### src/hw/rtl/dfe_pkg.sv
// Shared types, register codes and limits for the delimited frame extractor.
package dfe_pkg;

  localparam int MAX_FRAME_DEF     = 64;
  localparam int PATTERN_BYTES_DEF = 7;

  localparam int PAT_W       = 56;
  localparam int LEN_W       = 3;
  localparam int TICK_W      = 32;
  localparam int CFG_INDEX_W = 3;
  localparam int CFG_DATA_W  = 56;

  localparam logic MODE_BYTE = 1'b0;
  localparam logic MODE_TICK = 1'b1;

  typedef enum logic [CFG_INDEX_W-1:0] {
    REG_HEAD_PATTERN  = 3'd0,
    REG_HEAD_LENGTH   = 3'd1,
    REG_END_PATTERN   = 3'd2,
    REG_END_LENGTH    = 3'd3,
    REG_TIMEOUT_TICKS = 3'd4
  } cfg_reg_t;

  typedef enum logic [1:0] {
    ST_IDLE,
    ST_SEED,
    ST_WAIT,
    ST_EMIT
  } state_t;

  typedef struct packed {
    logic       mode;
    logic [7:0] data_byte;
  } in_item_t;

  typedef struct packed {
    logic [7:0] frame_byte;
    logic       last;
    logic       overflow;
  } out_item_t;

  // Zero acts as one, anything above the window size acts as the window size.
  function automatic logic [LEN_W-1:0] clamp_len(input logic [LEN_W-1:0] len,
                                                 input logic [LEN_W-1:0] max_len);
    logic [LEN_W-1:0] res;
    begin
      res = len;
      if (len == '0) begin
        res = LEN_W'(1);
      end else if (len > max_len) begin
        res = max_len;
      end
      return res;
    end
  endfunction

endpackage

### src/hw/rtl/dfe_ram.sv
// Generic single-port-write, single-port-read RAM with registered read data.
module dfe_ram #(
  parameter int WIDTH = 8,
  parameter int DEPTH = 64
) (
  input  logic                     clk,
  input  logic                     wr_en,
  input  logic [$clog2(DEPTH)-1:0] wr_addr,
  input  logic [WIDTH-1:0]         wr_data,
  input  logic [$clog2(DEPTH)-1:0] rd_addr,
  output logic [WIDTH-1:0]         rd_data
);

  logic [WIDTH-1:0] mem [DEPTH];

  always_ff @(posedge clk) begin
    if (wr_en) begin
      mem[wr_addr] <= wr_data;
    end
    rd_data <= mem[rd_addr];
  end

endmodule

### src/hw/rtl/dfe_pattern_match.sv
// Compares the newest len bytes of the byte window against a marker pattern.
module dfe_pattern_match #(
  parameter int PATTERN_BYTES = dfe_pkg::PATTERN_BYTES_DEF
) (
  input  logic [PATTERN_BYTES*8-1:0] window,
  input  logic [dfe_pkg::PAT_W-1:0]  pattern,
  input  logic [dfe_pkg::LEN_W-1:0]  len,
  output logic                       hit
);
  import dfe_pkg::*;

  always_comb begin
    logic hit_v;
    hit_v = 1'b1;
    for (int b = 0; b < PATTERN_BYTES; b++) begin
      if (LEN_W'(b) < len) begin
        hit_v = hit_v & (window[8*b +: 8] == pattern[8*b +: 8]);
      end
    end
    hit = hit_v;
  end

endmodule

### src/hw/rtl/delimited_frame_extractor.sv
// Start/end delimited frame receiver: finds a head marker in a byte stream, collects the
// frame into an on-chip store until the end marker, then plays the frame back as a run of
// byte items. While hunting for the head or collecting bytes the block takes one item per
// cycle. After a head match the head_length marker bytes (1 to 7) are copied into the frame
// store through its single write port; input is held off then. Playback reads the store
// through its single registered read port, waiting for read data before each byte, and
// holds the input off until the last byte of the frame is loaded for output. While
// collecting, every item (byte or tick) waits as long as the output register still holds
// an item the consumer has not taken. Ticks in idle are dropped; a frame that outlives
// timeout_ticks is discarded without output; overflow of the store gives an overflow item.
module delimited_frame_extractor #(
  parameter int MAX_FRAME     = dfe_pkg::MAX_FRAME_DEF,
  parameter int PATTERN_BYTES = dfe_pkg::PATTERN_BYTES_DEF
) (
  input  logic                            clk,
  input  logic                            rst,
  input  logic                            in_valid,
  output logic                            in_ready,
  input  dfe_pkg::in_item_t               in_item,
  output logic                            out_valid,
  input  logic                            out_ready,
  output dfe_pkg::out_item_t              out_item,
  input  logic                            cfg_valid,
  output logic                            cfg_ready,
  input  logic [dfe_pkg::CFG_INDEX_W-1:0] cfg_index,
  input  logic [dfe_pkg::CFG_DATA_W-1:0]  cfg_data
);
  import dfe_pkg::*;

  localparam int AW = $clog2(MAX_FRAME);
  localparam int CW = $clog2(MAX_FRAME + 1);
  localparam int WW = PATTERN_BYTES * 8;
  localparam logic [LEN_W-1:0] PB_LEN  = LEN_W'(PATTERN_BYTES);
  localparam logic [CW-1:0]    PB_CNT  = CW'(PATTERN_BYTES);
  localparam logic [CW-1:0]    MAX_CNT = CW'(MAX_FRAME);

  // configuration registers
  logic [PAT_W-1:0]  head_pattern;
  logic [LEN_W-1:0]  head_length;
  logic [PAT_W-1:0]  end_pattern;
  logic [LEN_W-1:0]  end_length;
  logic [TICK_W-1:0] timeout_ticks;

  // control state
  state_t            state, state_next;
  logic [WW-1:0]     window;
  logic [CW-1:0]     frame_count;
  logic [TICK_W-1:0] wait_ticks;
  logic [LEN_W-1:0]  seed_idx;
  logic [AW-1:0]     emit_idx;
  logic              rd_ok;

  logic [LEN_W-1:0]  hl_c, el_c;
  logic [WW-1:0]     win_shift;
  logic              head_match, end_match;
  logic              in_acc, is_byte, is_tick;
  logic [CW-1:0]     cnt_idle_next, stored_next;
  logic              head_hit, end_hit, ovf, seed_last, emit_last;
  logic [TICK_W-1:0] wait_inc;
  logic              timed_out;
  logic [LEN_W-1:0]  seed_sel;

  logic              ram_we;
  logic [AW-1:0]     ram_waddr, ram_raddr;
  logic [7:0]        ram_wdata, ram_rdata;
  logic              emit_load, ovf_load;

  assign cfg_ready = 1'b1;

  always_ff @(posedge clk) begin
    if (rst) begin
      head_pattern  <= '0;
      head_length   <= LEN_W'(1);
      end_pattern   <= '0;
      end_length    <= LEN_W'(1);
      timeout_ticks <= TICK_W'(1000);
    end else if (cfg_valid && cfg_ready) begin
      unique case (cfg_reg_t'(cfg_index))
        REG_HEAD_PATTERN:  head_pattern  <= cfg_data[PAT_W-1:0];
        REG_HEAD_LENGTH:   head_length   <= cfg_data[LEN_W-1:0];
        REG_END_PATTERN:   end_pattern   <= cfg_data[PAT_W-1:0];
        REG_END_LENGTH:    end_length    <= cfg_data[LEN_W-1:0];
        REG_TIMEOUT_TICKS: timeout_ticks <= cfg_data[TICK_W-1:0];
        default: ;
      endcase
    end
  end

  assign hl_c = clamp_len(head_length, PB_LEN);
  assign el_c = clamp_len(end_length, PB_LEN);

  assign in_acc  = in_valid && in_ready;
  assign is_byte = (in_item.mode == MODE_BYTE);
  assign is_tick = (in_item.mode == MODE_TICK);

  assign win_shift = (window << 8) | WW'(in_item.data_byte);

  dfe_pattern_match #(.PATTERN_BYTES(PATTERN_BYTES)) u_head_match (
    .window  (win_shift),
    .pattern (head_pattern),
    .len     (hl_c),
    .hit     (head_match)
  );

  dfe_pattern_match #(.PATTERN_BYTES(PATTERN_BYTES)) u_end_match (
    .window  (win_shift),
    .pattern (end_pattern),
    .len     (el_c),
    .hit     (end_match)
  );

  // idle: frame_count counts window bytes, saturating at the window size
  assign cnt_idle_next = (frame_count < PB_CNT) ? frame_count + CW'(1) : frame_count;
  assign head_hit      = (cnt_idle_next >= CW'(hl_c)) && head_match;

  // end marker only counts once it lies wholly past the head
  assign stored_next = frame_count + CW'(1);
  assign end_hit     = (stored_next >= CW'(hl_c) + CW'(el_c)) && end_match;
  assign ovf         = (frame_count >= MAX_CNT);

  assign wait_inc  = (wait_ticks == '1) ? wait_ticks : wait_ticks + TICK_W'(1);
  assign timed_out = (wait_inc > timeout_ticks);

  assign seed_last = (seed_idx == hl_c - LEN_W'(1));
  assign seed_sel  = hl_c - LEN_W'(1) - seed_idx;
  assign emit_last = (CW'(emit_idx) + CW'(1) == frame_count);

  // next state
  always_comb begin
    state_next = state;
    unique case (state)
      ST_IDLE: begin
        if (in_acc && is_byte && head_hit) state_next = ST_SEED;
      end
      ST_SEED: begin
        if (seed_last) state_next = ST_WAIT;
      end
      ST_WAIT: begin
        if (in_acc) begin
          if (is_tick) begin
            if (timed_out) state_next = ST_IDLE;
          end else if (ovf) begin
            state_next = ST_IDLE;
          end else if (end_hit) begin
            state_next = ST_EMIT;
          end
        end
      end
      ST_EMIT: begin
        if (emit_load && emit_last) state_next = ST_IDLE;
      end
      default: state_next = ST_IDLE;
    endcase
  end

  // datapath and handshake controls
  always_comb begin
    in_ready  = 1'b0;
    ram_we    = 1'b0;
    ram_waddr = '0;
    ram_wdata = '0;
    ram_raddr = emit_idx;
    emit_load = 1'b0;
    ovf_load  = 1'b0;
    unique case (state)
      ST_IDLE: begin
        in_ready = 1'b1;
      end
      ST_SEED: begin
        ram_we    = 1'b1;
        ram_waddr = AW'(seed_idx);
        ram_wdata = 8'(window >> (8 * seed_sel));
      end
      ST_WAIT: begin
        in_ready = !out_valid || out_ready;
        if (in_acc && is_byte) begin
          if (ovf) begin
            ovf_load = 1'b1;
          end else begin
            ram_we    = 1'b1;
            ram_waddr = frame_count[AW-1:0];
            ram_wdata = in_item.data_byte;
          end
        end
      end
      ST_EMIT: begin
        emit_load = rd_ok && (!out_valid || out_ready);
      end
      default: ;
    endcase
  end

  dfe_ram #(.WIDTH(8), .DEPTH(MAX_FRAME)) u_frame_store (
    .clk     (clk),
    .wr_en   (ram_we),
    .wr_addr (ram_waddr),
    .wr_data (ram_wdata),
    .rd_addr (ram_raddr),
    .rd_data (ram_rdata)
  );

  always_ff @(posedge clk) begin
    if (rst) begin
      state       <= ST_IDLE;
      window      <= '0;
      frame_count <= '0;
      wait_ticks  <= '0;
      seed_idx    <= '0;
      emit_idx    <= '0;
      rd_ok       <= 1'b0;
      out_valid   <= 1'b0;
    end else begin
      state <= state_next;
      // read data lines up with emit_idx in the cycle after the address settles
      rd_ok <= (state == ST_EMIT) && !emit_load;
      if (emit_load || ovf_load) begin
        out_valid <= 1'b1;
      end else if (out_ready) begin
        out_valid <= 1'b0;
      end
      unique case (state)
        ST_IDLE: begin
          if (in_acc && is_byte) begin
            window      <= win_shift;
            frame_count <= cnt_idle_next;
            if (head_hit) begin
              frame_count <= CW'(hl_c);
              wait_ticks  <= '0;
              seed_idx    <= '0;
            end
          end
        end
        ST_SEED: begin
          seed_idx <= seed_idx + LEN_W'(1);
          if (seed_last) window <= '0;
        end
        ST_WAIT: begin
          if (in_acc) begin
            if (is_tick) begin
              wait_ticks <= wait_inc;
              if (timed_out) begin
                window      <= '0;
                frame_count <= '0;
                wait_ticks  <= '0;
              end
            end else if (ovf) begin
              window      <= '0;
              frame_count <= '0;
              wait_ticks  <= '0;
            end else begin
              window      <= win_shift;
              frame_count <= stored_next;
              if (end_hit) begin
                window   <= '0;
                emit_idx <= '0;
              end
            end
          end
        end
        ST_EMIT: begin
          if (emit_load) begin
            emit_idx <= emit_idx + AW'(1);
            if (emit_last) begin
              frame_count <= '0;
              wait_ticks  <= '0;
            end
          end
        end
        default: ;
      endcase
    end
  end

  always_ff @(posedge clk) begin
    if (emit_load) begin
      out_item.frame_byte <= ram_rdata;
      out_item.last       <= emit_last;
      out_item.overflow   <= 1'b0;
    end else if (ovf_load) begin
      out_item.frame_byte <= '0;
      out_item.last       <= 1'b1;
      out_item.overflow   <= 1'b1;
    end
  end

  // store writes stay inside the frame
  assert property (@(posedge clk) disable iff (rst)
    ram_we |-> (CW'(ram_waddr) < MAX_CNT))
    else $error("frame store write beyond frame size");

  // playback only runs over a non-empty, in-range frame
  assert property (@(posedge clk) disable iff (rst)
    (state == ST_EMIT) |-> (frame_count != '0 && frame_count <= MAX_CNT))
    else $error("playback with bad frame length");

  // read data is only flagged good during playback
  assert property (@(posedge clk) disable iff (rst)
    rd_ok |-> (state == ST_EMIT))
    else $error("read data flagged outside playback");

  // the final byte of a frame returns the block to hunting with a clean count
  assert property (@(posedge clk) disable iff (rst)
    (emit_load && emit_last) |=> (state == ST_IDLE && frame_count == '0))
    else $error("no return to idle after last frame byte");

  // seeding never runs past the head length
  assert property (@(posedge clk) disable iff (rst)
    (state == ST_SEED) |-> (seed_idx < hl_c))
    else $error("seed index beyond head length");

  // a loaded item never overwrites one the consumer has not taken
  assert property (@(posedge clk) disable iff (rst)
    (emit_load || ovf_load) |-> (!out_valid || out_ready))
    else $error("output item overwritten");

endmodule
### config.mk
export PLATFORM = sky130hd
export DESIGN_NAME = delimited_frame_extractor
export DESIGN_NICKNAME = d
export VERILOG_FILES = /design/src/hw/rtl/dfe_pkg.sv /design/src/hw/rtl/dfe_ram.sv /design/src/hw/rtl/dfe_pattern_match.sv /design/src/hw/rtl/delimited_frame_extractor.sv
export SDC_FILE = /design/constraint.sdc
export NUM_CORES = 1
export LEC_CHECK = 0
export ABC_AREA = 1
export BUFFER_PORTS_ARGS = -buffer_cell sky130_fd_sc_hd__buf_2
export CAP_MARGIN = 30
export CORE_MARGIN = 5
export CORE_UTILIZATION = 61
export DETAILED_ROUTE_END_ITERATION = 8
export GPL_TIMING_DRIVEN = 0
export PLACE_DENSITY_LB_ADDON = 0.1
export SLEW_MARGIN = 10
export SYNTH_ARGS = -nofsm -noshare
export SYNTH_HDL_FRONTEND = slang
export SYNTH_HIERARCHICAL = 1
export SYNTH_SLANG_ARGS = --single-unit
### constraint.sdc
create_clock -name clk -period 4.96 [get_ports clk]
set_input_delay 0.496 -clock clk [delete_from_list [all_inputs] [get_ports clk]]
set_output_delay 0.496 -clock clk [all_outputs]
set_load 0.01 [all_outputs]
==> run metrics, run 1 <==
status=completed; TritonCTS Buffers=80; Synth top area share=42.6%; Lkg Pwr=0.0165 µW; first-pass GRT wire length=159000 µm; most used cell, CP=nor2_1; crit path cell chain=inv_1, ha_1, buf_4, inv_2, nor2_1, inv_1, nor2_1, inv_1, nor2_1, buf_2, nand2_1, a21oi_1, clkbuf_1, nand4_1, nor2_1; Inst Count DP=5008; die width=255 µm; Fmax=203 MHz; EDFF count, synth=521; Setup Slack @ Placement=161 ps; cells after synthesis=4118; power per cell area=384 mW/mm²; Initial Util=61.1%; Critical Path RT=5210 ps; Worst IR Drop VDD=0.000289 V; Worst Path Max Fanout=10; Final Wtd Congestion=0.981; HPWL after DPL=76000 µm; Slew Limit Headroom=33.8%; total grt overflow=0; most numerous cell in the Yosys netlist=nand2_1; Final Cycle Share=99.1%; Syn Area/Cell=8.91 µm²; antenna violations before repair=7; DRC Markers=0; Setup crit end kind=flop; Clock Latency Late Sink=640 ps; root buffer cell=clkbuf_16; CP max-delay cell=nor2_1; Seq/Total Area, Yosys=57.2%; CP bufs+invs=7; Post-Syn Area=0.0367 mm²; GR peak layer=met2; total track usage=31.8%; core area=0.0600 mm²; CP max stage delay=910 ps; Synth Register Bits=788; area leader, netlist=edfxtp_1; RR Endpoint=u_frame_store/mem[61][7]; stages on the worst setup path=15; Yosys cell types=51; hold violation total from the final report=0; DRT Pass-1 Iters=8; max-slew violations=0; Worst R2R Path Depth=15; actual slew at the worst max-slew pin=993 ps; # IOs=86; post-synth net total=4248; H-tree Lvls=3; routed wire length=105000 µm; WHS=98.4 ps; worst setup path end=u_frame_store/mem[61][7]; Reg-to-Reg Start=state[0]; synth top area cells=edfxtp_1 43%, dfxtp_1 15%, nand2_1 11%; routed len/inst=20.3 µm; Reg clk slew, reported paths=60 ps; CTS tree=yes; clk_skew=20.5 ps; Top delay family on crit path=simple AND/OR/NAND/NOR gates; post-place instance area=0.0387 mm²; Die H=255 µm; Starting DRT DRC Count=3260; largest net degree at the start of global routing=35; worst setup margin=43.8 ps; Yosys Warn Count=6; Post-CTS Setup Bufs=0; non-filler instance count after layout=5163; met1 usage=42.3%; most frequent cells after synthesis=1071 x nand2_1, 590 x nor2_1, 521 x edfxtp_1, 477 x nand3_1; Min-Delay Path Class=in2reg; Final min period=4920 ps; Synth-to-Final Area Change=12.8%; CTS Sinks=788; vias in the first global route=27500; # rows=90; share of layout cells above drive strength 1=10.8%; Worst Path Arrival=5170 ps; RSZ-0062 raised after global routing=yes; crit path from=state[0]; vias=29300; met2 usage=52.4%; deepest clock path buffer count=3; Setup violations, final=0; input/output buffers=84; drt via density=5.68; Max-Cap Viols=0; final instance area=0.0414 mm²; Reg2Reg Setup Slack=40 ps; post-synthesis async set-or-reset flop share=0%; top_reg_cell synth=edfxtp_1; crit path launch type=flop; Worst Path Class, Setup=reg2reg; Total Neg Setup Slack=0 ps; met3 Resource Use GR=4.94%; Die Area=0.0652 mm²; ANT nets after route=0; Layout Nets=4440
## layout by cell type (no fill, tap or decap), drive strengths merged, types with 4 or more instances in the layout
master / n
clkbuf: 192
clkinv: 33
edfxtp: 521
o21bai: 5
clkinvlp: 4
a211oi: 9
nor2: 595
nand4: 17
diode: 4
inv: 273
dfxtp: 267
nor3: 29
nand3: 478
ha: 56
a21oi: 124
o21ai: 257
xnor2: 97
buf: 242
o211ai: 6
bufinv: 5
nand2: 1107
nor4: 16
xor2: 27
## through the flow
| stage | power, µW | utilization (%) |
|---|---|---|
| 6_report | 15900 | 69.0 |
| 5_1_grt | 16600 | 69.0 |
| 4_1_cts | 15900 | 68.8 |
| 3_5_place_dp | 10000 | 64.5 |
| 3_3_place_gp | 9970 | 63.5 |
| 2_1_floorplan | 9290 | - |
## what timing repair did
action | CTS | global route
resized for setup | 0 | 33
hold buffers | 0 | 0
endpoints found under the setup margin | 0 | 320
## registers in the layout (all words and copies together) (netlist names)
register,flops
emit_idx,6
end_length,3
end_pattern,56
frame_count,7
head_length,3
head_pattern,56
out_item,10
out_valid,1
rd_ok,1
seed_idx,3
state,2
timeout_ticks,32
u_frame_store/mem,512
u_frame_store/rd_data,8
wait_ticks,32
window,56
## area by class of cell
cell class | instances | area (µm²)
Clock inverter | 43 | 397
Timing Repair Buffer | 110 | 907
Fill cell | 4840 | 18600
Antenna cell | 4 | 10.0
Buffer | 218 | 1290
Inverter | 272 | 1030
Multi-Input combinational cell | 2840 | 13600
Clock buffer | 106 | 2180
Sequential cell | 788 | 21000
Tap cell | 782 | 978
## tightest hold or removal path, delay by kind of cell
kind | cells | cell delay (ps)
buf+inv | 1 | 80
simple gates | 2 | 120
## worst min-delay path by stage
stage | startpoint | endpoint | slack, ps | cells after the start
floorplan | end_length[0] | end_length[0] | 420 | 2
global placement | head_length[0] | head_length[0] | 450 | 2
detailed placement | head_length[0] | head_length[0] | 450 | 2
CTS | cfg_data[48] | end_pattern[48] | 70 | 3
global route | cfg_data[48] | end_pattern[48] | 90 | 3
finish | cfg_data[48] | end_pattern[48] | 100 | 3
## layer usage
| layer | vias up | routed length (µm) |
|---|---|---|
| met5 | - | 30 |
| met4 | 6 | 5130 |
| met3 | 286 | 8830 |
| met2 | 1379 | 49300 |
| met1 | 13600 | 41700 |
| li1 | 14000 | - |
## cells by family after synthesis
logic type,after synthesis,share of synthesized area [%]
simple gates,2245,25.3
compound gates,412,6.18
mux,1,0.0273
flops,788,57.2
xor+xnor,124,2.96
other cells,1,0.0102
fa+ha+maj,57,1.96
buf+inv,490,6.32
## power by group
part | internal, µW | switching [µW] | leakage (µW) | total, µW
clock | 3380 | 2560 | 0.00125 | 5950
sequential | 7200 | 394 | 0.00766 | 7590
combinational | 890 | 1480 | 0.00761 | 2370
total | 11500 | 4440 | 0.0165 | 15900
Power figures use the tool's default switching activity.
==> inputs of run 2 (changes only) <==
CORE_UTILIZATION = 57   (was 61)
CTS_BUF_LIST = sky130_fd_sc_hd__clkbuf_16   (was unset)
REMOVE_ABC_BUFFERS = 1   (was unset)
clock period = 4.5 ns   (was 4.96 ns; I/O delays follow)
==> run 2 against run 1 <==
Net effect: maximum frequency grew 17%; global-route usage down 6.4 points; highest routed layer unchanged; sequential cell count did not move; setup slack improved by 240 ps; largest cell class unchanged; clock power grew 14%; sequential share of layout area increased by 0.15 points; critical path type unchanged.
==> run metrics, run 2 (same netlist as run 1, synthesis figures left out) <==
status=completed; largest net degree at the start of global routing=134 (+280%); routed wire length=91200 µm (-13%); total track usage=25.5% (-6.4 points); Min-Delay Path Class=in2reg; die width=264 µm (+3.3%); Max-Cap Viols=0 (unchanged); max-slew violations=0 (unchanged); Die Area=0.0695 mm² (+6.7%); Starting DRT DRC Count=2250 (-31%); Biggest register=u_frame_store/mem; max FFs per register=512 (unchanged); deepest clock path buffer count=3 (unchanged); CTS tree=yes; Final min period=4220 ps (-696 ps); share of layout cells above drive strength 1=10.7% (-0.14 points); input/output buffers=84 (unchanged); Reg-to-Reg Start=head_length[2]; crit path launch type=flop; Initial Util=57.2% (-3.9 points); Worst R2R Path Depth=10 (-5); commonest non-fill, non-tap cell in the layout=nand2_1; hold violation total from the final report=0 (unchanged); power per cell area=428 mW/mm² (+11%); total grt overflow=0 (unchanged); Worst Path Arrival=4560 ps (-610 ps); Final Wtd Congestion=0.886 (-9.7%); vias=27600 (-6.0%); CTS Sinks=788 (unchanged); RSZ-0062 raised after global routing=no; Die H=264 µm (+3.3%); commonest cells after routing, fill and taps aside=1069 x nand2_1, 531 x nor2_1, 521 x edfxtp_1; Hold Crit Depth=3 (unchanged); Hold Buf Count CTS=0 (unchanged); Worst Path Max Fanout=17 (+7); Lkg Pwr=0.0163 µW (-1.4%); Inst Count DP=4883 (-2.5%); Slew Limit Headroom=36.6% (+2.8 points); ANT nets after route=0 (unchanged); Final Cycle Share=93.8% (-5.3 points); root buffer cell=clkbuf_16; Worst Path Class, Setup=reg2reg; # IOs=86 (unchanged); Synth-to-Final Area Change=12.5%; Reg clk slew, reported paths=60 ps (about the same); sequential cell area=0.0210 mm² (about the same); vias in the first global route=25800 (-6.5%); Layout Nets=4264 (-4.0%); Worst IR Drop VDD=0.000344 V (+19%); crit path from=head_length[2]; WHS=53.9 ps (-44.5 ps); Reg2Reg Setup Slack=280 ps (+240 ps); Critical Path RT=4840 ps (-370 ps); DRT Pass-1 Iters=6 (-2); Setup violations, final=0 (unchanged); routed len/inst=18.0 µm (-11%); actual slew at the worst max-slew pin=950 ps (-42.6 ps); # rows=93 (+3.3%); worst hold path startpoint=cfg_data[53]; antenna violations before repair=12 (+5); multi-input combinational cell area=0.0138 mm² (+1.7%); Setup crit end kind=flop; Fmax=237 MHz (+17%); Clock Latency Late Sink=630 ps (about the same); first-pass GRT wire length=142000 µm (-11%); core area=0.0641 mm² (+6.8%); DRC Markers=0 (unchanged); TritonCTS Buffers=83 (+3.8%); non-filler instance count after layout=5064 (-1.9%); fill cell count=5243 (+8.3%); HPWL after DPL=58300 µm (-23%); clk_skew=19.3 ps (-1.24 ps); H-tree Lvls=3 (unchanged); drt via density=5.44 (-4.2%)
==> run 2: cell types whose count changed in the layout (fill, tap and decap cells not counted), moves of 9 or more <==
cell,change
buf_1,-13
buf_12,+11
buf_16,+13
buf_2,-58
buf_6,-36
clkbuf_1,-106
inv_1,+9
nor2_1,-26
nor2_2,+17
nor2_4,+9
==> run 2: cell type report <==
type                       count  share of cell area, %
tap                          855                   2.59
timing repair buffer         148                   3.83
clock buffer                  84                   5.09
multi-input combinational   2841                   33.5
antenna                        7                 0.0424
inverter                     272                   2.55
clock inverter                69                   1.51
sequential                   788                   50.9
==> run 2: power by group <==
| group | internal (µW) | total [µW] | switching (µW) |
|---|---|---|---|
| clock network | 3930 | 6770 | 2840 |
| registers | 7930 | 8340 | 410 |
| logic | 975 | 2570 | 1590 |
==> run 2: final timing paths <==
path / end
hold reg to reg: timeout_ticks[28]
setup / recovery: u_frame_store/mem[3][6]
setup reg to reg: u_frame_store/mem[3][6]
hold / removal: end_pattern[53]
==> run 2: layer usage <==
layer | GRT usage [%] | share of wire [%]
met2 | 41.9 | 47
met5 | 0 | 0.045
met1 | 34.5 | 42
met3 | 4.18 | 6.6
met4 | 9.21 | 3.6
==> run 2: worst max-delay path, stage by stage (launching register included) <==
cell,delay [ps]
dfxtp_1,550
inv_1,150
a21oi_1,240
inv_1,160
ha_1,230
fa_2,580
inv_1,460
a211oi_1,120
o21ai_0,210
nand3_1,470
a21oi_2,750
==> run 2: stage by stage <==
step	util (%)	setup TNS, ps	total power [µW]	setup WS (ps)	instance area, µm²
floorplan	-	-259570	10200	-3000	35400
global placement	57.5	-2937590	10900	-9460	36900
detailed placement	59.4	-437070	11000	-1080	38100
CTS	64.1	-5900	17700	-97.6	41100
global route	64.4	0	18500	46.9	41300
finish	64.4	0	17700	280	41300
==> run 2: what timing repair did <==
item | CTS | global route
setup endpoints to repair | 548 | 654
pin swaps | 9 | 1
hold endpoints to repair | 0 | 0
resized for setup | 59 | 28
gates cloned | 0 | 1
buffers inserted | 18 | 1
